`config.mk`:
```
export PLATFORM = sky130hd
export DESIGN_NAME = lane_edge_row_scanner
export DESIGN_NICKNAME = d
export VERILOG_FILES = /design/src/design/lers_pkg.sv /design/src/design/lane_edge_row_scanner.sv /design/src/design/lers_div.sv /design/src/design/lers_dp.sv /design/src/design/lers_ctrl.sv
export SDC_FILE = /design/constraint.sdc
export NUM_CORES = 1
export LEC_CHECK = 0
export ABC_AREA = 0
export BUFFER_PORTS_ARGS = -buffer_cell sky130_fd_sc_hd__buf_2
export CAP_MARGIN = 20
export CORE_MARGIN = 2
export CORE_UTILIZATION = 46
export CTS_BUF_LIST = sky130_fd_sc_hd__clkbuf_4
export DETAILED_ROUTE_END_ITERATION = 10
export GPL_ROUTABILITY_DRIVEN = 0
export GPL_TIMING_DRIVEN = 0
export PLACE_DENSITY_LB_ADDON = 0.15
export SLEW_MARGIN = 20
export SYNTH_ARGS = -nofsm -noshare
export SYNTH_HDL_FRONTEND = slang
export SYNTH_SLANG_ARGS = --single-unit
```
`constraint.sdc`:
```
create_clock -name clk -period 4.9 [get_ports clk]
set_input_delay 0.98 -clock clk [delete_from_list [all_inputs] [get_ports clk]]
set_output_delay 0.98 -clock clk [all_outputs]
set_load 0.03 [all_outputs]
```
`src/design/lers_pkg.sv`:
```
// ----------------------------------------------------------------------------
// lers_pkg
// Shared widths, register indexes, reset values and the command and status
// bundles that join the lane edge row scanner controller and datapath.
// ----------------------------------------------------------------------------
package lers_pkg;

	// Default size limits of the image.
	localparam int MAX_WIDTH_DEF  = 1024;
	localparam int MAX_HEIGHT_DEF = 1024;

	// Port widths fixed by the field definitions.
	localparam int PIX_W      = 8;
	localparam int X_W        = 10;
	localparam int CFG_LONG_W  = 11;
	localparam int CFG_SHORT_W = 10;
	localparam int CFG_IDX_W  = 3;
	localparam int CFG_DATA_W = 11;

	// Configuration register indexes.
	localparam logic [CFG_IDX_W-1:0] REG_CENTER_COLUMN  = 3'd0;
	localparam logic [CFG_IDX_W-1:0] REG_MIN_RUN_LENGTH = 3'd1;
	localparam logic [CFG_IDX_W-1:0] REG_FIRST_ROW      = 3'd2;
	localparam logic [CFG_IDX_W-1:0] REG_END_ROW        = 3'd3;
	localparam logic [CFG_IDX_W-1:0] REG_ROW_STEP       = 3'd4;
	localparam logic [CFG_IDX_W-1:0] REG_ROW_WIDTH      = 3'd5;

	// Register values after reset.
	localparam logic [CFG_LONG_W-1:0]  RST_CENTER_COLUMN  = 11'd512;
	localparam logic [CFG_LONG_W-1:0]  RST_MIN_RUN_LENGTH = 11'd3;
	localparam logic [CFG_SHORT_W-1:0] RST_FIRST_ROW      = 10'd0;
	localparam logic [CFG_LONG_W-1:0]  RST_END_ROW        = 11'd1024;
	localparam logic [CFG_SHORT_W-1:0] RST_ROW_STEP       = 10'd1;
	localparam logic [CFG_LONG_W-1:0]  RST_ROW_WIDTH      = 11'd1024;

	// Commands from the controller to the datapath.
	typedef struct packed {
		logic take;         // a pixel transfer happens this cycle
		logic div_start;    // load the two mean dividers with the finished row
		logic phase_start;  // recompute the row sampling phase
		logic res_load;     // copy the quotients into the result register
	} lers_cmd_t;

	// Status from the datapath to the controller.
	typedef struct packed {
		logic sampled_end;  // the offered pixel closes a sampled row
		logic div_done;     // mean dividers have finished
		logic phase_done;   // phase recompute has finished
	} lers_sts_t;

endpackage

```
`src/design/lane_edge_row_scanner.sv`:
```
// ----------------------------------------------------------------------------
// lane_edge_row_scanner
// Scans a binary lane mask in raster order and reports, for each sampled row,
// the mean column of the chosen lane run left and right of the center.
// ----------------------------------------------------------------------------
// Usage: pixels arrive on the input channel (in_valid/in_ready, pixel,
// frame_start) one transfer per pixel in raster order; frame_start marks the
// first pixel of a frame and zeroes the row and column count. Six settings
// are written on the configuration channel (cfg_valid/cfg_ready, cfg_index,
// cfg_data) while the block is idle; unknown indexes are ignored.
// Throughput: one pixel per clock while in_ready is high. The last pixel of
// a sampled row starts two iterative dividers that produce one quotient bit
// per cycle; the result goes to the result register once they finish.
// Pixels keep flowing meanwhile; only the next sampled row end waits until
// the result register is free, which happens when rows are too short for
// the division to finish or while the receiver stalls.
// After each configuration write the sampling phase is recomputed by a
// serial remainder unit, with in_ready low.
// Reset restores the register defaults and clears all scan state; no
// clearing pass is needed. A stalled result stays on the output channel
// (out_valid/out_ready and the result fields) until its transfer.
// ----------------------------------------------------------------------------
module lane_edge_row_scanner #(
	parameter int MAX_WIDTH  = lers_pkg::MAX_WIDTH_DEF,
	parameter int MAX_HEIGHT = lers_pkg::MAX_HEIGHT_DEF
) (
	input  logic                            clk,
	input  logic                            arst_n,
	// Pixel input channel.
	input  logic                            in_valid,
	output logic                            in_ready,
	input  logic [lers_pkg::PIX_W-1:0]      pixel,
	input  logic                            frame_start,
	// Row result channel.
	output logic                            out_valid,
	input  logic                            out_ready,
	output logic [lers_pkg::X_W-1:0]        row_index,
	output logic                            left_found,
	output logic [lers_pkg::X_W-1:0]        left_x,
	output logic                            right_found,
	output logic [lers_pkg::X_W-1:0]        right_x,
	// Configuration write channel.
	input  logic                            cfg_valid,
	output logic                            cfg_ready,
	input  logic [lers_pkg::CFG_IDX_W-1:0]  cfg_index,
	input  logic [lers_pkg::CFG_DATA_W-1:0] cfg_data
);

	lers_pkg::lers_cmd_t cmd;
	lers_pkg::lers_sts_t sts;
	logic                cfg_write;

	// The controller owns all handshakes; the datapath only sees commands.
	lers_ctrl u_ctrl (
		.clk       (clk),
		.arst_n    (arst_n),
		.in_valid  (in_valid),
		.in_ready  (in_ready),
		.out_valid (out_valid),
		.out_ready (out_ready),
		.cfg_valid (cfg_valid),
		.cfg_ready (cfg_ready),
		.cfg_write (cfg_write),
		.cmd       (cmd),
		.sts       (sts)
	);

	// Counters, run tracking, dividers and the result register.
	lers_dp #(
		.MAX_WIDTH  (MAX_WIDTH),
		.MAX_HEIGHT (MAX_HEIGHT)
	) u_dp (
		.clk         (clk),
		.arst_n      (arst_n),
		.cmd         (cmd),
		.sts         (sts),
		.cfg_write   (cfg_write),
		.cfg_index   (cfg_index),
		.cfg_data    (cfg_data),
		.pixel       (pixel),
		.frame_start (frame_start),
		.row_index   (row_index),
		.left_found  (left_found),
		.left_x      (left_x),
		.right_found (right_found),
		.right_x     (right_x)
	);

endmodule

```
`src/design/lers_div.sv`:
```
// ----------------------------------------------------------------------------
// lers_div
// Iterative restoring divider, one quotient bit per cycle, with a one-cycle
// done pulse once quotient and remainder are final.
// ----------------------------------------------------------------------------
module lers_div #(
	parameter int DW = 20,
	parameter int VW = 11
) (
	input  logic          clk,
	input  logic          arst_n,
	input  logic          start,
	input  logic [DW-1:0] dividend,
	input  logic [VW-1:0] divisor,
	output logic          done,
	output logic [DW-1:0] quot,
	output logic [VW-1:0] rem
);

	localparam int CNTW = $clog2(DW + 1);

	logic            busy_q;
	logic [CNTW-1:0] cnt_q;
	logic            done_q;
	logic [DW-1:0]   quo_q;
	logic [VW-1:0]   rem_q;
	logic [VW-1:0]   dvs_q;

	logic [VW:0]     shifted;
	logic            fits;
	logic [VW:0]     diff;

	always_comb begin
		shifted = {rem_q, quo_q[DW-1]};
		fits    = shifted >= {1'b0, dvs_q};
		diff    = shifted - {1'b0, dvs_q};
	end

	always_ff @(posedge clk or negedge arst_n) begin
		if (!arst_n) begin
			busy_q <= 1'b0;
			cnt_q  <= '0;
			done_q <= 1'b0;
		end else begin
			done_q <= busy_q && (cnt_q == CNTW'(1));
			if (start) begin
				busy_q <= 1'b1;
				cnt_q  <= CNTW'(DW);
			end else if (busy_q) begin
				cnt_q <= cnt_q - CNTW'(1);
				if (cnt_q == CNTW'(1)) begin
					busy_q <= 1'b0;
				end
			end
		end
	end

	always_ff @(posedge clk) begin
		if (start) begin
			quo_q <= dividend;
			rem_q <= '0;
			dvs_q <= divisor;
		end else if (busy_q) begin
			quo_q <= {quo_q[DW-2:0], fits};
			rem_q <= fits ? diff[VW-1:0] : shifted[VW-1:0];
		end
	end

	assign done = done_q;
	assign quot = quo_q;
	assign rem  = rem_q;

endmodule

```
`src/design/lers_dp.sv`:
```
// ----------------------------------------------------------------------------
// lers_dp
// Datapath: configuration registers, column and row counters, run tracking,
// best run per side, the two mean dividers, the phase unit and the result
// register.
// ----------------------------------------------------------------------------
module lers_dp #(
	parameter int MAX_WIDTH  = lers_pkg::MAX_WIDTH_DEF,
	parameter int MAX_HEIGHT = lers_pkg::MAX_HEIGHT_DEF
) (
	input  logic                            clk,
	input  logic                            arst_n,
	input  lers_pkg::lers_cmd_t             cmd,
	output lers_pkg::lers_sts_t             sts,
	input  logic                            cfg_write,
	input  logic [lers_pkg::CFG_IDX_W-1:0]  cfg_index,
	input  logic [lers_pkg::CFG_DATA_W-1:0] cfg_data,
	input  logic [lers_pkg::PIX_W-1:0]      pixel,
	input  logic                            frame_start,
	output logic [lers_pkg::X_W-1:0]        row_index,
	output logic                            left_found,
	output logic [lers_pkg::X_W-1:0]        left_x,
	output logic                            right_found,
	output logic [lers_pkg::X_W-1:0]        right_x
);

	localparam int LW   = lers_pkg::CFG_LONG_W;
	localparam int SHW  = lers_pkg::CFG_SHORT_W;
	localparam int XW   = lers_pkg::X_W;
	localparam int CW   = $clog2(MAX_WIDTH);
	localparam int NW   = $clog2(MAX_WIDTH + 1);
	localparam int SW   = 2 * CW;
	localparam int WW   = (NW > LW) ? NW : LW;
	localparam int RW   = $clog2(MAX_HEIGHT);
	localparam int RCW  = (RW > LW) ? RW : LW;

	// Configuration registers.
	logic [LW-1:0]  center_q;
	logic [LW-1:0]  min_run_q;
	logic [SHW-1:0] first_row_q;
	logic [LW-1:0]  end_row_q;
	logic [SHW-1:0] row_step_q;
	logic [LW-1:0]  row_width_q;

	// Scan state.
	logic [CW-1:0]  col_q;
	logic [RW-1:0]  row_q;
	logic [SHW-1:0] phase_q;
	logic [NW-1:0]  run_len_q;
	logic [SW-1:0]  run_sum_q;
	logic [NW-1:0]  lbest_len_q;
	logic [SW-1:0]  lbest_sum_q;
	logic           lvalid_q;
	logic [NW-1:0]  rbest_len_q;
	logic [SW-1:0]  rbest_sum_q;
	logic           rvalid_q;

	// Row waiting for its means.
	logic [RW-1:0]  pend_row_q;
	logic           pend_lv_q;
	logic           pend_rv_q;

	// Result register.
	logic [XW-1:0]  res_row_q;
	logic           res_lf_q;
	logic [XW-1:0]  res_lx_q;
	logic           res_rf_q;
	logic [XW-1:0]  res_rx_q;

	// Effective settings.
	logic [WW-1:0]  width_raw;
	logic [WW-1:0]  width;
	logic [WW-1:0]  center_raw;
	logic [WW-1:0]  center;
	logic [WW-1:0]  need;
	logic [SHW-1:0] step;
	logic [WW-1:0]  last;

	// State seen by the offered pixel, after a frame start clears it.
	logic [CW-1:0]  col;
	logic [RW-1:0]  row;
	logic [SHW-1:0] phase;
	logic [NW-1:0]  run_len;
	logic [SW-1:0]  run_sum;
	logic           lvalid;
	logic           rvalid;

	logic           white;
	logic           row_end;
	logic           sampled;
	logic           on_left;
	logic           close;
	logic           qualify;
	logic [NW-1:0]  len1;
	logic [SW-1:0]  sum1;

	// State after this pixel, before the row end clears it.
	logic [NW-1:0]  run_len_n;
	logic [SW-1:0]  run_sum_n;
	logic [NW-1:0]  lbest_len_n;
	logic [SW-1:0]  lbest_sum_n;
	logic           lvalid_n;
	logic [NW-1:0]  rbest_len_n;
	logic [SW-1:0]  rbest_sum_n;
	logic           rvalid_n;

	logic [RW:0]    row_inc;
	logic [RW-1:0]  row_nx;
	logic [SHW:0]   phase_inc;
	logic [SHW-1:0] phase_nx;
	logic [RW-1:0]  phase_dividend;

	logic [SW-1:0]  lquot;
	logic [SW-1:0]  rquot;
	logic [SHW-1:0] phase_rem;
	logic           ldone;
	logic           rdone;

	always_comb begin
		width_raw = WW'(row_width_q);
		if (row_width_q == '0) begin
			width = WW'(1);
		end else if (width_raw > WW'(MAX_WIDTH)) begin
			width = WW'(MAX_WIDTH);
		end else begin
			width = width_raw;
		end
		center_raw = WW'(center_q);
		center     = (center_raw > width) ? width : center_raw;
		need       = (min_run_q == '0) ? WW'(1) : WW'(min_run_q);
		step       = (row_step_q == '0) ? SHW'(1) : row_step_q;
		last       = width - WW'(1);
	end

	always_comb begin
		col     = frame_start ? '0 : col_q;
		row     = frame_start ? '0 : row_q;
		phase   = frame_start ? '0 : phase_q;
		run_len = frame_start ? '0 : run_len_q;
		run_sum = frame_start ? '0 : run_sum_q;
		lvalid  = frame_start ? 1'b0 : lvalid_q;
		rvalid  = frame_start ? 1'b0 : rvalid_q;

		white   = pixel != '0;
		row_end = WW'(col) >= last;
		sampled = (RCW'(row) >= RCW'(first_row_q)) && (RCW'(row) < RCW'(end_row_q))
			&& (phase == '0);
		on_left = WW'(col) < center;

		len1    = white ? run_len + NW'(1) : run_len;
		sum1    = white ? run_sum + SW'(col) : run_sum;
		close   = white ? ((WW'(col) + WW'(1) == center) || row_end) : 1'b1;
		qualify = WW'(len1) >= need;

		run_len_n   = run_len;
		run_sum_n   = run_sum;
		lbest_len_n = frame_start ? '0 : lbest_len_q;
		lbest_sum_n = frame_start ? '0 : lbest_sum_q;
		lvalid_n    = lvalid;
		rbest_len_n = frame_start ? '0 : rbest_len_q;
		rbest_sum_n = frame_start ? '0 : rbest_sum_q;
		rvalid_n    = rvalid;
		if (sampled) begin
			run_len_n = close ? '0 : len1;
			run_sum_n = close ? '0 : sum1;
			if (close && qualify) begin
				if (on_left) begin
					lbest_len_n = len1;
					lbest_sum_n = sum1;
					lvalid_n    = 1'b1;
				end else if (!rvalid) begin
					rbest_len_n = len1;
					rbest_sum_n = sum1;
					rvalid_n    = 1'b1;
				end
			end
		end

		row_inc   = {1'b0, row} + (RW+1)'(1);
		row_nx    = (row_inc == (RW+1)'(MAX_HEIGHT)) ? '0 : row_inc[RW-1:0];
		phase_inc = {1'b0, phase} + (SHW+1)'(1);
		if (RCW'(row_nx) == RCW'(first_row_q)) begin
			phase_nx = '0;
		end else if (phase_inc == {1'b0, step}) begin
			phase_nx = '0;
		end else begin
			phase_nx = phase_inc[SHW-1:0];
		end

		if (RCW'(row_q) >= RCW'(first_row_q)) begin
			phase_dividend = RW'(RCW'(row_q) - RCW'(first_row_q));
		end else begin
			phase_dividend = '0;
		end
	end

	assign sts.sampled_end = sampled && row_end;
	assign sts.div_done    = ldone;
	assign sts.phase_done  = phase_done_w;

	logic phase_done_w;

	always_ff @(posedge clk or negedge arst_n) begin
		if (!arst_n) begin
			center_q    <= lers_pkg::RST_CENTER_COLUMN;
			min_run_q   <= lers_pkg::RST_MIN_RUN_LENGTH;
			first_row_q <= lers_pkg::RST_FIRST_ROW;
			end_row_q   <= lers_pkg::RST_END_ROW;
			row_step_q  <= lers_pkg::RST_ROW_STEP;
			row_width_q <= lers_pkg::RST_ROW_WIDTH;
		end else if (cfg_write) begin
			unique case (cfg_index)
				lers_pkg::REG_CENTER_COLUMN:  center_q    <= cfg_data;
				lers_pkg::REG_MIN_RUN_LENGTH: min_run_q   <= cfg_data;
				lers_pkg::REG_FIRST_ROW:      first_row_q <= cfg_data[SHW-1:0];
				lers_pkg::REG_END_ROW:        end_row_q   <= cfg_data;
				lers_pkg::REG_ROW_STEP:       row_step_q  <= cfg_data[SHW-1:0];
				lers_pkg::REG_ROW_WIDTH:      row_width_q <= cfg_data;
				default: ;
			endcase
		end
	end

	always_ff @(posedge clk or negedge arst_n) begin
		if (!arst_n) begin
			col_q       <= '0;
			row_q       <= '0;
			phase_q     <= '0;
			run_len_q   <= '0;
			run_sum_q   <= '0;
			lbest_len_q <= '0;
			lbest_sum_q <= '0;
			lvalid_q    <= 1'b0;
			rbest_len_q <= '0;
			rbest_sum_q <= '0;
			rvalid_q    <= 1'b0;
		end else if (cmd.take) begin
			if (row_end) begin
				col_q       <= '0;
				row_q       <= row_nx;
				phase_q     <= phase_nx;
				run_len_q   <= '0;
				run_sum_q   <= '0;
				lbest_len_q <= '0;
				lbest_sum_q <= '0;
				lvalid_q    <= 1'b0;
				rbest_len_q <= '0;
				rbest_sum_q <= '0;
				rvalid_q    <= 1'b0;
			end else begin
				col_q       <= col + CW'(1);
				row_q       <= row;
				phase_q     <= phase;
				run_len_q   <= run_len_n;
				run_sum_q   <= run_sum_n;
				lbest_len_q <= lbest_len_n;
				lbest_sum_q <= lbest_sum_n;
				lvalid_q    <= lvalid_n;
				rbest_len_q <= rbest_len_n;
				rbest_sum_q <= rbest_sum_n;
				rvalid_q    <= rvalid_n;
			end
		end else if (phase_done_w) begin
			phase_q <= phase_rem;
		end
	end

	always_ff @(posedge clk) begin
		if (cmd.div_start) begin
			pend_row_q <= row;
			pend_lv_q  <= lvalid_n;
			pend_rv_q  <= rvalid_n;
		end
		if (cmd.res_load) begin
			res_row_q <= XW'(pend_row_q);
			res_lf_q  <= pend_lv_q;
			res_lx_q  <= pend_lv_q ? XW'(lquot) : '0;
			res_rf_q  <= pend_rv_q;
			res_rx_q  <= pend_rv_q ? XW'(rquot) : '0;
		end
	end

	lers_div #(.DW(SW), .VW(NW)) u_left_div (
		.clk      (clk),
		.arst_n   (arst_n),
		.start    (cmd.div_start),
		.dividend (lbest_sum_n),
		.divisor  (lbest_len_n),
		.done     (ldone),
		.quot     (lquot),
		.rem      ()
	);

	lers_div #(.DW(SW), .VW(NW)) u_right_div (
		.clk      (clk),
		.arst_n   (arst_n),
		.start    (cmd.div_start),
		.dividend (rbest_sum_n),
		.divisor  (rbest_len_n),
		.done     (rdone),
		.quot     (rquot),
		.rem      ()
	);

	lers_div #(.DW(RW), .VW(SHW)) u_phase_div (
		.clk      (clk),
		.arst_n   (arst_n),
		.start    (cmd.phase_start),
		.dividend (phase_dividend),
		.divisor  (step),
		.done     (phase_done_w),
		.quot     (),
		.rem      (phase_rem)
	);

	assign row_index   = res_row_q;
	assign left_found  = res_lf_q;
	assign left_x      = res_lx_q;
	assign right_found = res_rf_q;
	assign right_x     = res_rx_q;

	// Both mean dividers are started together and must finish together.
	a_div_lockstep: assert property (@(posedge clk) disable iff (!arst_n)
		ldone == rdone)
		else $error("left and right mean dividers out of step");

	// No pixel is taken while the phase recompute reports done.
	a_no_take_in_phase: assert property (@(posedge clk) disable iff (!arst_n)
		phase_done_w |-> !cmd.take)
		else $error("pixel taken during phase recompute");

	// The result register changes only when a result is loaded.
	a_res_hold: assert property (@(posedge clk) disable iff (!arst_n)
		!$past(cmd.res_load) |-> $stable(res_lx_q) && $stable(res_rx_q))
		else $error("result register changed without a load");

endmodule

```
`src/design/lers_ctrl.sv`:
```
// ----------------------------------------------------------------------------
// lers_ctrl
// Controller: gates pixel transfers, sequences the mean division of a finished
// row into the result register and recomputes the sampling phase after a
// configuration write.
// ----------------------------------------------------------------------------
module lers_ctrl (
	input  logic                clk,
	input  logic                arst_n,
	input  logic                in_valid,
	output logic                in_ready,
	output logic                out_valid,
	input  logic                out_ready,
	input  logic                cfg_valid,
	output logic                cfg_ready,
	output logic                cfg_write,
	output lers_pkg::lers_cmd_t cmd,
	input  lers_pkg::lers_sts_t sts
);

	typedef enum logic [3:0] {
		ST_IDLE  = 4'b0001,
		ST_PHASE = 4'b0010,
		ST_DIV   = 4'b0100,
		ST_OUT   = 4'b1000
	} lers_state_t;

	lers_state_t state_q;
	lers_state_t state_d;
	logic        dirty_q;
	logic        ready;

	always_comb begin
		state_d         = state_q;
		ready           = 1'b0;
		cmd.div_start   = 1'b0;
		cmd.phase_start = 1'b0;
		cmd.res_load    = 1'b0;
		unique case (state_q)
			ST_IDLE: begin
				if (dirty_q) begin
					cmd.phase_start = 1'b1;
					state_d         = ST_PHASE;
				end else begin
					ready = 1'b1;
					if (in_valid && sts.sampled_end) begin
						cmd.div_start = 1'b1;
						state_d       = ST_DIV;
					end
				end
			end
			ST_PHASE: begin
				if (sts.phase_done) begin
					state_d = ST_IDLE;
				end
			end
			ST_DIV: begin
				ready = !sts.sampled_end;
				if (sts.div_done) begin
					cmd.res_load = 1'b1;
					state_d      = ST_OUT;
				end
			end
			ST_OUT: begin
				ready = !sts.sampled_end;
				if (out_ready) begin
					state_d = ST_IDLE;
				end
			end
			default: begin
				state_d = ST_IDLE;
			end
		endcase
		cmd.take = in_valid && ready;
	end

	always_ff @(posedge clk or negedge arst_n) begin
		if (!arst_n) begin
			state_q <= ST_IDLE;
			dirty_q <= 1'b0;
		end else begin
			state_q <= state_d;
			if (cfg_valid) begin
				dirty_q <= 1'b1;
			end else if (cmd.phase_start) begin
				dirty_q <= 1'b0;
			end
		end
	end

	assign in_ready  = ready;
	assign out_valid = state_q == ST_OUT;
	assign cfg_ready = 1'b1;
	assign cfg_write = cfg_valid;

	// A second row end may not enter while a result is still being formed or presented.
	a_one_result: assert property (@(posedge clk) disable iff (!arst_n)
		cmd.take && (state_q != ST_IDLE) |-> !sts.sampled_end)
		else $error("row end taken while a result is pending");

	a_div_done_state: assert property (@(posedge clk) disable iff (!arst_n)
		sts.div_done |-> state_q == ST_DIV)
		else $error("mean division finished outside the divide state");

	a_phase_done_state: assert property (@(posedge clk) disable iff (!arst_n)
		sts.phase_done |-> state_q == ST_PHASE)
		else $error("phase recompute finished outside its state");

	a_load_shows: assert property (@(posedge clk) disable iff (!arst_n)
		cmd.res_load |=> out_valid)
		else $error("loaded result not presented");

endmodule
```
==> impl_results.md, run 1 <==
- Top FF cell, synth: dfrtp_1
- Worst hold slack: 0.406 ns
- Clk root buf: clkbuf_4
- Vias per std cell: 5.73
- Final Non-Filler Cells: 3044
- Final ANT Viol Nets: 0
- Vias: 17400
- Worst Path Buf+Inv: 9
- Port bufs: 61
- Slew HR: 0.296
- Starting density of the core: 0.467
- Hold path depth: 3
- WHS Endpoint: u_ctrl.state_q[3]$_DFFE_PN0P_
- Number of enable flip-flop cells after synthesis: 126
- NumNets Final: 2517
- Core Area: 45500 µm²
- Synth top area share: 0.243
- Final WL: 61.3 mm
- Final setup viols: 1
- Pwr/cell area: 423 nW/µm²
- Die area: 47900 µm²
- Layout cells sized above 1: 0.216
- Setup TNS: -0.112 ns
- Routed WL per cell: 20.1 µm
- Inst Count DP: 2793
- Reg-to-reg startpoint: u_dp.row_width_q[10]$_DFFE_PN1P_
- Most frequent cell after synthesis: nand2_1
- Failing checks: setup timing
- Synth top area cells: dfrtp_1 24%, edfxtp_1 18%, ha_1 7.4%, nand2_1 3.9%, o21ai_0 3.4%
- Reg2Reg Depth: 22
- Drt pass-1 iters: 5
- I/O pins: 63
- Final hold vios: 0
- Startpoint Class: input pin
- DR iter-0 viols: 1302
- Synth area leader: dfrtp_1
- WP data arrival: 4.03 ns
- Layout Area Growth over Synthesis: 17.8%
- Max_cap viols: 0
- Crit. End Element: output port
- FF-to-FF setup slack: 0.03 ns
- Worst clock skew: 0.0584 ns
- Initial antenna violation count: 3
- H-Tree Depth: 3
- Mapped Nets: 2283
- Most frequent CP cell: clkbuf_16
- DRC: 0
- Number of synthesized register bits: 371
- Synth warn: 0
- Worst-path clk slew: 0.06 ns
- Mapped Avg Cell Area: 9.99 µm²
- Final period utilization: 1.02
- Detail Placement HPWL: 44.1 mm
- Outcome: complete, but fails checks
- Max incr delay on CP: 0.38 ns
- Static leakage: 10.6 nW
- CTS Buf Count: 99
- Worst hold path startpoint: out_ready
- Reg2reg end: u_dp.lbest_len_q[5]$_DFFE_PN0P_
- First-pass GRT wire length: 95.9 mm
- RSZ-0062 raised after global routing: yes
- Slew Limit Fails: 0
- Critical-path cell list: buf_6, buf_12, buf_8, clkbuf_16, clkbuf_16, clkbuf_16, nor2b_4, ha_1, o21ai_1, a31oi_1, o41ai_2, a21oi_1, a211oi_2, buf_4, buf_8, a31oi_4, or2_4, buf_6
- CP delay by family, top: buffers and inverters
- Slew at the pin with the worst max-slew slack: 1.04 ns
- Largest net degree at the start of global routing: 88
- Setup CP Type: input pin to output port
- Clk Latency, worst-skew pair: 0.89 ns
- Post-synthesis sequential area ratio: 0.460
- Max Freq: 200 MHz
- Mapped Cells: 2125
- Grt total ovfl: 0
- Maximum VDD drop: 270 µV
- CTS tree: done
- Min cycle time layout: 5.01 ns
- Vias in the first global route: 17200
- Fin worst setup slack: -0.112 ns
- Worst EP required: 3.92 ns
- CTS Sinks: 371
- Critical-path cell with the highest stage delay: o41ai_2
- HP Class: input pin to flop
- Synth Cell Area: 21200 µm²
- Die width: 219 µm
- Ys async rst share: 0.574
- CTS max path bufs: 3
- Site Rows: 78
- Yosys cell types: 88
- Tot GR Track Use: 0.260
- Worst Path Max Fanout: 10
- Die H: 219 µm
- Synth cell count leaders: 219 x nand2_1, 206 x dfrtp_1, 145 x o21ai_0, 135 x inv_1, 126 x edfxtp_1
==> cell usage in the layout, fill, tap and decap left out, types with 11 or more instances in the layout <==
cell type,Yosys,final
nor2b_1,49,39
dfxtp_1,32,32
nor2_1,103,97
a31oi_1,17,15
mux2_2,45,45
nor3_1,51,49
clkbuf_1,82,64
nand4_1,40,40
o21ai_1,12,17
nor4_1,16,14
clkbuf_4,0,160
and2_1,27,27
buf_2,13,72
ha_1,125,122
a21o_1,16,16
clkinv_1,1,15
buf_6,6,19
nand3_1,63,58
a32o_1,11,11
o211ai_1,32,32
dfrtp_1,206,203
xor2_1,31,31
o21a_1,16,15
mux2i_1,44,40
xnor2_1,74,71
buf_4,6,64
a21oi_1,84,78
edfxtp_1,126,126
inv_1,135,128
a21boi_0,14,14
a22o_1,36,36
nand2_1,219,214
o2bb2ai_2,9,17
o2bb2ai_1,30,22
o21ai_0,145,137
and3_1,16,15
nand2b_1,32,31
==> power by group <==
part | internal, W | leakage [nW] | total (W) | switching [W]
clock network | 0.00152 | 0.791 | 0.00287 | 0.00134
logic | 0.00158 | 5.72 | 0.00364 | 0.00205
registers | 0.00368 | 4.14 | 0.00408 | 0.000396
==> layer usage <==
metal	track usage	share of wire	up-vias
li1	-	-	8231
met1	0.346	0.44	8444
met2	0.409	0.46	614
met3	0.0564	0.064	152
met4	0.112	0.038	0
met5	0	0	-
==> how the worst max path moves through the flow <==
stage                                    start  cells past startpoint                                    to  slack (ns)
2_1_floorplan                      frame_start                     25  u_dp.u_right_div.dvs_q[10]$_DFFE_PP_       0.003
3_3_place_gp                       frame_start                     19   u_dp.u_right_div.quot[16]$_DFFE_PP_       -2.92
3_5_place_dp                       frame_start                     19   u_dp.u_right_div.quot[16]$_DFFE_PP_       -2.89
4_1_cts        u_dp.row_width_q[4]$_DFFE_PN0P_                     16                              in_ready       -0.08
5_1_grt        u_dp.row_width_q[5]$_DFFE_PN0P_                     16                              in_ready       -0.19
6_report                           frame_start                     18                              in_ready       -0.11
==> state kept, by name (all words and copies together) (netlist names), 20 cells and up <==
name and flops:
u_dp.lbest_sum_q 20, u_dp.u_left_div.quot 20, u_dp.u_right_div.quot 20, u_dp.rbest_sum_q 20, u_dp.run_sum_q 20
==> cell type report <==
class | instances | area [µm²]
fillers | 4157 | 20500
multi-input cells | 1505 | 11000
well taps | 600 | 751
clock buffers | 160 | 1200
clock inverters | 21 | 120
inverters | 136 | 517
plain buffers | 111 | 706
flip-flops and latches | 371 | 9770
diodes | 5 | 12.5
repair buffers | 135 | 970
==> tightest hold or removal path: stages <==
cell and delay, ns:
buf_2 0.07, nand2b_1 0.12, nand2b_1 0.06
==> cells by family (layout without fill, tap and decap cells) <==
family	count (synthesis)	in the layout	synth area share
other cells	1	6	0.000177
buf+inv	249	563	0.0480
mux	92	92	0.0467
xor+xnor	105	105	0.0433
flops	371	371	0.460
simple gates	668	668	0.156
fa+ha+maj	130	130	0.0784
compound gates	509	509	0.168
==> what timing repair did <==
item                                    CTS  global route
buffers inserted                         30            35
pin swaps                                11            34
hold buffers                              1             0
gates resized for setup                  97            87
endpoints found under the setup margin  300           167
hold endpoints to repair                 11             0
cloned                                    0             2
==> per-stage QoR <==
step	instance area, µm²	total power, W	setup WS (ns)	util
floorplan	21300	0.00653	0.00325	-
global placement	22400	0.00731	-2.92	0.492
detailed placement	22500	0.00741	-2.89	0.494
CTS	24400	0.0105	-0.0788	0.537
global route	25000	0.0113	-0.188	0.550
finish	25000	0.0106	-0.112	0.550
No activity file was read; power rests on OpenSTA's default activity.
==> run 2, diff against run 1 <==
==> constraint.sdc (replaced) <==
create_clock -name clk -period 4.3 [get_ports clk]
set_input_delay 0.86 -clock clk [delete_from_list [all_inputs] [get_ports clk]]
set_output_delay 0.86 -clock clk [all_outputs]
set_load 0.03 [all_outputs]
==> impl_results.md, run 2 (same netlist as run 1, synthesis figures left out) <==
- Die area: 47900 µm² (unchanged)
- Port bufs: 61 (unchanged)
- Worst clock skew: 0.100 ns (+0.0421 ns)
- Final ANT Viol Nets: 0 (unchanged)
- Outcome: complete, but fails checks
- DRC: 0 (unchanged)
- Leading cell type in the layout, fill and taps excluded: nand2_1
- Static leakage: 11.2 nW (+5.1%)
- WP data arrival: 3.97 ns (-0.06 ns)
- Slew Limit Fails: 0 (unchanged)
- Fin worst setup slack: -0.535 ns (-0.423 ns)
- DR iter-0 viols: 1331 (+2.2%)
- Routed WL per cell: 20.9 µm (+3.7%)
- Largest net degree at the start of global routing: 87 (-1.1%)
- NumNets Final: 2542 (+0.99%)
- Grt total ovfl: 0 (unchanged)
- HP Class: input pin to flop
- Layout Area Growth over Synthesis: 24.6%
- Maximum VDD drop: 292 µV (+8.1%)
- CTS max path bufs: 3 (unchanged)
- Final WL: 64.2 mm (+4.7%)
- Vias in the first global route: 17600 (+2.7%)
- Clk Latency, worst-skew pair: 0.88 ns (about the same)
- Drt pass-1 iters: 6 (+1)
- Max_cap viols: 0 (unchanged)
- Beginning of the critical path: frame_start
- CTS Buf Count: 100 (+1.0%)
- Reg-to-reg startpoint: u_dp.row_width_q[5]$_DFFE_PN0P_
- RSZ-0062 raised after global routing: yes
- Worst Path Max Fanout: 10 (unchanged)
- I/O pins: 63 (unchanged)
- Starting density of the core: 0.467 (unchanged)
- Min cycle time layout: 4.83 ns
- Core Util, Final: 0.582 (+0.0316)
- Core Area: 45500 µm² (unchanged)
- Site Rows: 78 (unchanged)
- Crit. End Element: output port
- Vias: 18000 (+3.0%)
- Die H: 219 µm (unchanged)
- Detail Placement HPWL: 44.1 mm (about the same)
- FF-to-FF setup slack: -0.46 ns (-0.49 ns)
- CTS tree: done
- First-pass GRT wire length: 98.7 mm (+2.9%)
- Total power: 0.0122 W (+15%)
- Area of the multi-input gates: 11700 µm² (+6.9%)
- Pwr/cell area: 462 nW/µm² (+9.2%)
- Slew HR: 0.214 (-0.0825)
- Pre-CTS setup slack: -2.51 ns (+0.381 ns)
- Slew at the pin with the worst max-slew slack: 1.17 ns (+0.122 ns)
- Final hold vios: 0 (unchanged)
- Initial antenna violation count: 1 (-2)
- Worst hold slack: 0.296 ns (-0.110 ns)
- Tot GR Track Use: 0.265 (+0.00568)
- Layout cells sized above 1: 0.261 (+0.0448)
- Failing checks: setup timing
- Fill cells: 3911 (-5.9%)
- Worst EP required: 3.44 ns (-0.48 ns)
- Setup CP Type: input pin to output port
- Die width: 219 µm (unchanged)
- Final period utilization: 1.12
- Worst hold path startpoint: out_ready
- Register area: 9770 µm² (unchanged)
- Clk root buf: clkbuf_4
- Vias per std cell: 5.85 (+2.0%)
- Final setup viols: 128 (+127)
- Max Freq: 207 MHz
- Most frequent cells in the layout: 207 x nand2_1, 203 x dfrtp_1, 159 x clkbuf_4
- Startpoint Class: input pin
- Worst-path clk slew: 0.07 ns (about the same)
- H-Tree Depth: 3 (unchanged)
- CTS Sinks: 371 (unchanged)
==> run 2: changes by cell type in the layout (fill, tap and decap cells not counted), moves of 8 or more <==
cell	delta
o21ai_2	+14
clkinv_1	+10
buf_6	+13
buf_8	+10
o2bb2ai_4	+12
clkbuf_1	-15
o2bb2ai_1	-20
buf_12	+9
o2bb2ai_2	+8
buf_4	-11
o21ai_0	-16
==> run 2: power by group <==
| part | total (W) | switching (W) | internal (W) | leakage [nW] |
|---|---|---|---|---|
| clock network | 0.00328 | 0.00157 | 0.00171 | 0.800 |
| registers | 0.00465 | 0.000454 | 0.00419 | 4.14 |
| logic | 0.00429 | 0.00241 | 0.00188 | 6.25 |
==> run 2: layout make-up <==
class                   count  share of cell area
clock buffers             155              0.0440
flip-flops and latches    371               0.369
plain buffers             109              0.0323
well taps                 600              0.0284
multi-input cells        1505               0.443
diodes                      2            0.000189
clock inverters            35             0.00686
repair buffers            161              0.0564
inverters                 136              0.0195
==> run 2: worst max-delay path, stage by stage <==
cell and delay [ns]:
buf_4 0.19, buf_8 0.18, clkbuf_16 0.18, clkbuf_16 0.18
clkinvlp_4 0.13, nand2_1 0.11, inv_1 0.15, ha_1 0.35
a21o_1 0.19, a21o_1 0.17, a21oi_1 0.15, a21oi_1 0.10
a211oi_2 0.15, buf_4 0.18, buf_8 0.16, a31oi_4 0.10
or2_4 0.27, buf_6 0.14
==> run 2: final timing paths <==
check / endpoint / cells past startpoint
min in group asynchronous: u_dp.u_left_div.cnt_q[1]$_DFFE_PN0P_ / 2
max reg2reg: u_dp.lbest_len_q[7]$_DFFE_PN0P_ / 23
min reg2reg: u_dp.row_index[5]$_DFFE_PP_ / 0
max in group asynchronous: u_dp.run_sum_q[5]$_DFFE_PN0P_ / 4
max: in_ready / 18
min: u_ctrl.state_q[3]$_DFFE_PN0P_ / 3
==> run 2: what timing repair did <==
| action | 4_1_cts | 5_1_grt |
|---|---|---|
| hold buffers | 1 | 0 |
| setup buffers | 47 | 36 |
| pin swaps | 52 | 76 |
| resized for setup | 193 | 172 |
| hold endpoints to repair | 51 | 0 |
| setup endpoints to repair | 300 | 285 |
| gates cloned | 9 | 8 |
==> run 2: per-stage QoR <==
step	instance area (µm²)	setup TNS, ns	std cells
after floorplan	21500	-34.96	2125
after global placement	22500	-978.09	2786
after detailed placement	22600	-609.05	2793
after CTS	25300	-46.26	3036
after global routing	26500	-70.15	3073
final	26500	-46.39	3074
==> run 2: routing by layer <==
layer,share of wire,vias up,track usage
met4,0.034,0,0.101
met5,0,-,0
li1,-,8302,-
met3,0.060,154,0.0452
met1,0.44,8865,0.355
met2,0.47,648,0.432
==> run 3, diff against run 2 <==
--- a/config.mk
+++ b/config.mk
@@ -8,7 +8,7 @@
 export ABC_AREA = 0
 export BUFFER_PORTS_ARGS = -buffer_cell sky130_fd_sc_hd__buf_2
 export CAP_MARGIN = 20
-export CORE_MARGIN = 2
+export CORE_MARGIN = 10
 export CORE_UTILIZATION = 46
 export CTS_BUF_LIST = sky130_fd_sc_hd__clkbuf_4
 export DETAILED_ROUTE_END_ITERATION = 10
==> impl_results.md, run 3 (same netlist as run 1, synthesis figures left out) <==
- Critical-path cell with the highest stage delay: or4_4
- Fill cells: 3940 (+0.74%)
- Final WL: 63.3 mm (-1.3%)
- Final setup viols: 129 (+0.78%)
- First-pass GRT wire length: 98.2 mm (-0.51%)
- Net Sw Power: 0.00443 W (-0.11%)
- Core Util, Final: 0.578 (-0.00415)
- Pint: 0.00774 W (-0.52%)
- Vias per std cell: 5.78 (-1.1%)
- CTS max path bufs: 3 (unchanged)
- Clk pwr share: 0.268 (about the same)
- Worst clock skew: 0.102 ns (+0.00154 ns)
- Failing checks: setup timing
- Routed WL per cell: 20.6 µm (-1.2%)
- Critical-path cell list: nor2_4, nor4b_4, a31oi_1, nor2_2, buf_4, inv_2, ha_4, nand2_1, a22oi_2, ha_2, or4_4, a21oi_4, o21ai_4, a31oi_4, or2_4, buf_6
- Pwr/cell area: 463 nW/µm² (+0.35%)
- Drt pass-1 iters: 5 (-1)
- I/O pins: 63 (unchanged)
- Tot GR Track Use: 0.221 (-0.0447)
- Site Rows: 78 (unchanged)
- DRC: 0 (unchanged)
- Area post-placement: 22600 µm² (about the same)
- Max incr delay on CP: 0.55 ns (+0.20 ns)
- Switching share of total power: 0.364 (+0.000937)
- Port bufs: 61 (unchanged)
- WP data arrival: 4.11 ns (+0.14 ns)
- HP Class: input pin to flop
- Die H: 235 µm (+7.3%)
- Logic pwr share: 0.350 (about the same)
- Vias in the first global route: 17500 (-0.84%)
- Slew at the pin with the worst max-slew slack: 1.20 ns (+0.0310 ns)
- CTS Buf Count: 99 (-1.0%)
- Layout cells sized above 1: 0.252 (-0.00971)
- Outcome: complete, but fails checks
- Starting density of the core: 0.467 (unchanged)
- Leading cell type in the layout, fill and taps excluded: nand2_1
- RSZ-0062 raised after global routing: yes
- Worst EP required: 3.44 ns (about the same)
- Worst Path Max Fanout: 7 (-3)
- DR iter-0 viols: 1379 (+3.6%)
- CTS Sinks: 371 (unchanged)
- Grt total ovfl: 0 (unchanged)
- Final ANT Viol Nets: 0 (unchanged)
- Layout Area Growth over Synthesis: 23.7%
- Vias: 17700 (-1.2%)
- Post-Layout Inst Area: 26300 µm² (-0.71%)
- Static leakage: 11.1 nW (-0.47%)
- Slew Limit Fails: 0 (unchanged)
- Max_cap viols: 0 (unchanged)
- CTS tree: done
- Max Freq: 201 MHz (-2.6%)
- Slew HR: 0.193 (-0.0209)
- Min cycle time layout: 4.97 ns (+0.131 ns)
- Die width: 235 µm (+7.3%)
- Worst-path clk slew: 0.06 ns (about the same)
- Seq pwr share: 0.381 (about the same)
- Fin worst setup slack: -0.665 ns (-0.131 ns)
- Startpoint Class: flop
- Detail Placement HPWL: 44.4 mm (+0.70%)
- Clk Latency, worst-skew pair: 0.88 ns (about the same)
- Clk root buf: clkbuf_4
- Maximum VDD drop: 279 µV (-4.5%)
- Die area: 55200 µm² (+15%)
- Final hold vios: 0 (unchanged)
- Initial antenna violation count: 3 (+2)
- Largest net degree at the start of global routing: 91 (+4.6%)
- Crit. End Element: output port
- Final period utilization: 1.15 (+0.0304)
- Most frequent cells in the layout: 213 x nand2_1, 204 x dfrtp_1, 159 x clkbuf_4
- Setup CP Type: flop to output port
- Core Area: 45500 µm² (unchanged)
- H-Tree Depth: 3 (unchanged)
- NumNets Final: 2540 (-0.079%)
run 3: cell types whose count changed in the layout (fill, tap and decap cells not counted), sizes merged:
| cell | previous run | this run |
|---|---|---|
| nand2 | 220 | 221 |
| inv | 139 | 136 |
| diode | 2 | 3 |
| clkbuf | 235 | 224 |
| clkinvlp | 2 | 3 |
| buf | 189 | 196 |
| clkinv | 29 | 30 |
run 3: final timing paths:
path | to | start | slack, ns | cells after the start
setup reg to reg | u_dp.u_right_div.quot[15]$_DFFE_PP_ | u_dp.row_width_q[10]$_DFFE_PN1P_ | -0.58 | 23
hold / removal | u_dp.min_run_q[10]$_DFFE_PN0P_ | cfg_data[10] | 0.29 | 3
setup / recovery | in_ready | u_dp.row_width_q[5]$_DFFE_PN0P_ | -0.67 | 16
min in group asynchronous | u_dp.u_left_div.cnt_q[3]$_DFFE_PN0P_ | arst_n | 0.49 | 2
max in group asynchronous | u_dp.row_width_q[6]$_DFFE_PN0P_ | arst_n | 2.99 | 3
hold reg to reg | u_dp.row_index[6]$_DFFE_PP_ | u_dp.pend_row_q[6]$_DFFE_PP_ | 0.42 | 0
run 3: critical path, delay by kind of cell, from the launching register on:
| family | cells | cell delay, ns |
|---|---|---|
| AND/OR/NAND/NOR | 6 | 1.40 |
| adder cells (fa/ha/maj) | 2 | 0.39 |
| flip-flops | 1 | 0.43 |
| buffers and inverters | 3 | 0.34 |
| AO/OA/AOI/OAI | 5 | 0.67 |
run 3: per-stage QoR:
step                      setup WS [ns]  hold slack [ns]  std cells  TNS, ns  total power, W
after CTS                        -0.595            0.225       3031   -46.87          0.0121
after global placement            -2.52            0.411       2786  -988.26         0.00833
after global routing             -0.816            0.236       3070   -94.94          0.0130
final                            -0.665            0.286       3071   -69.55          0.0122
after detailed placement          -2.54            0.407       2793  -612.60         0.00846
after floorplan                  -0.383            0.400       2125   -34.96         0.00746
run 3: power groups by stage:
stage | combinational [W] | sequential, W | clock (W)
after global placement | 0.00366 | 0.00467 | 0
after detailed placement | 0.00377 | 0.00469 | 0
final | 0.00426 | 0.00464 | 0.00327
after CTS | 0.00409 | 0.00463 | 0.00335
after global routing | 0.00473 | 0.00470 | 0.00355
after floorplan | 0.00293 | 0.00453 | 0
run 3: layer usage:
metal | track usage | up-vias | wire [µm]
met5 | 0 | - | 0
met4 | 0.0764 | 0 | 1590
met3 | 0.0478 | 118 | 4730
met2 | 0.357 | 662 | 30000
met1 | 0.287 | 8682 | 27100
li1 | - | 8286 | -
run 3: final cells by class:
cell class,instances,area [µm²],share of cell area
Antenna cell,3,7.51,0.000286
Tap cell,600,751,0.0286
Inverter,136,522,0.0199
Timing Repair Buffer,156,1370,0.0520
Clock buffer,153,1150,0.0437
Buffer,112,940,0.0358
Clock inverter,34,183,0.00695
Sequential cell,371,9770,0.372
Multi-Input combinational cell,1506,11600,0.441
run 3: what timing repair did:
item / in CTS / in global routing
hold endpoints to repair: 39 / 0
buffers inserted: 47 / 33
pin swaps: 50 / 50
setup endpoints to repair: 300 / 276
hold buffers: 1 / 0
gates resized for setup: 210 / 141
gates cloned: 6 / 5
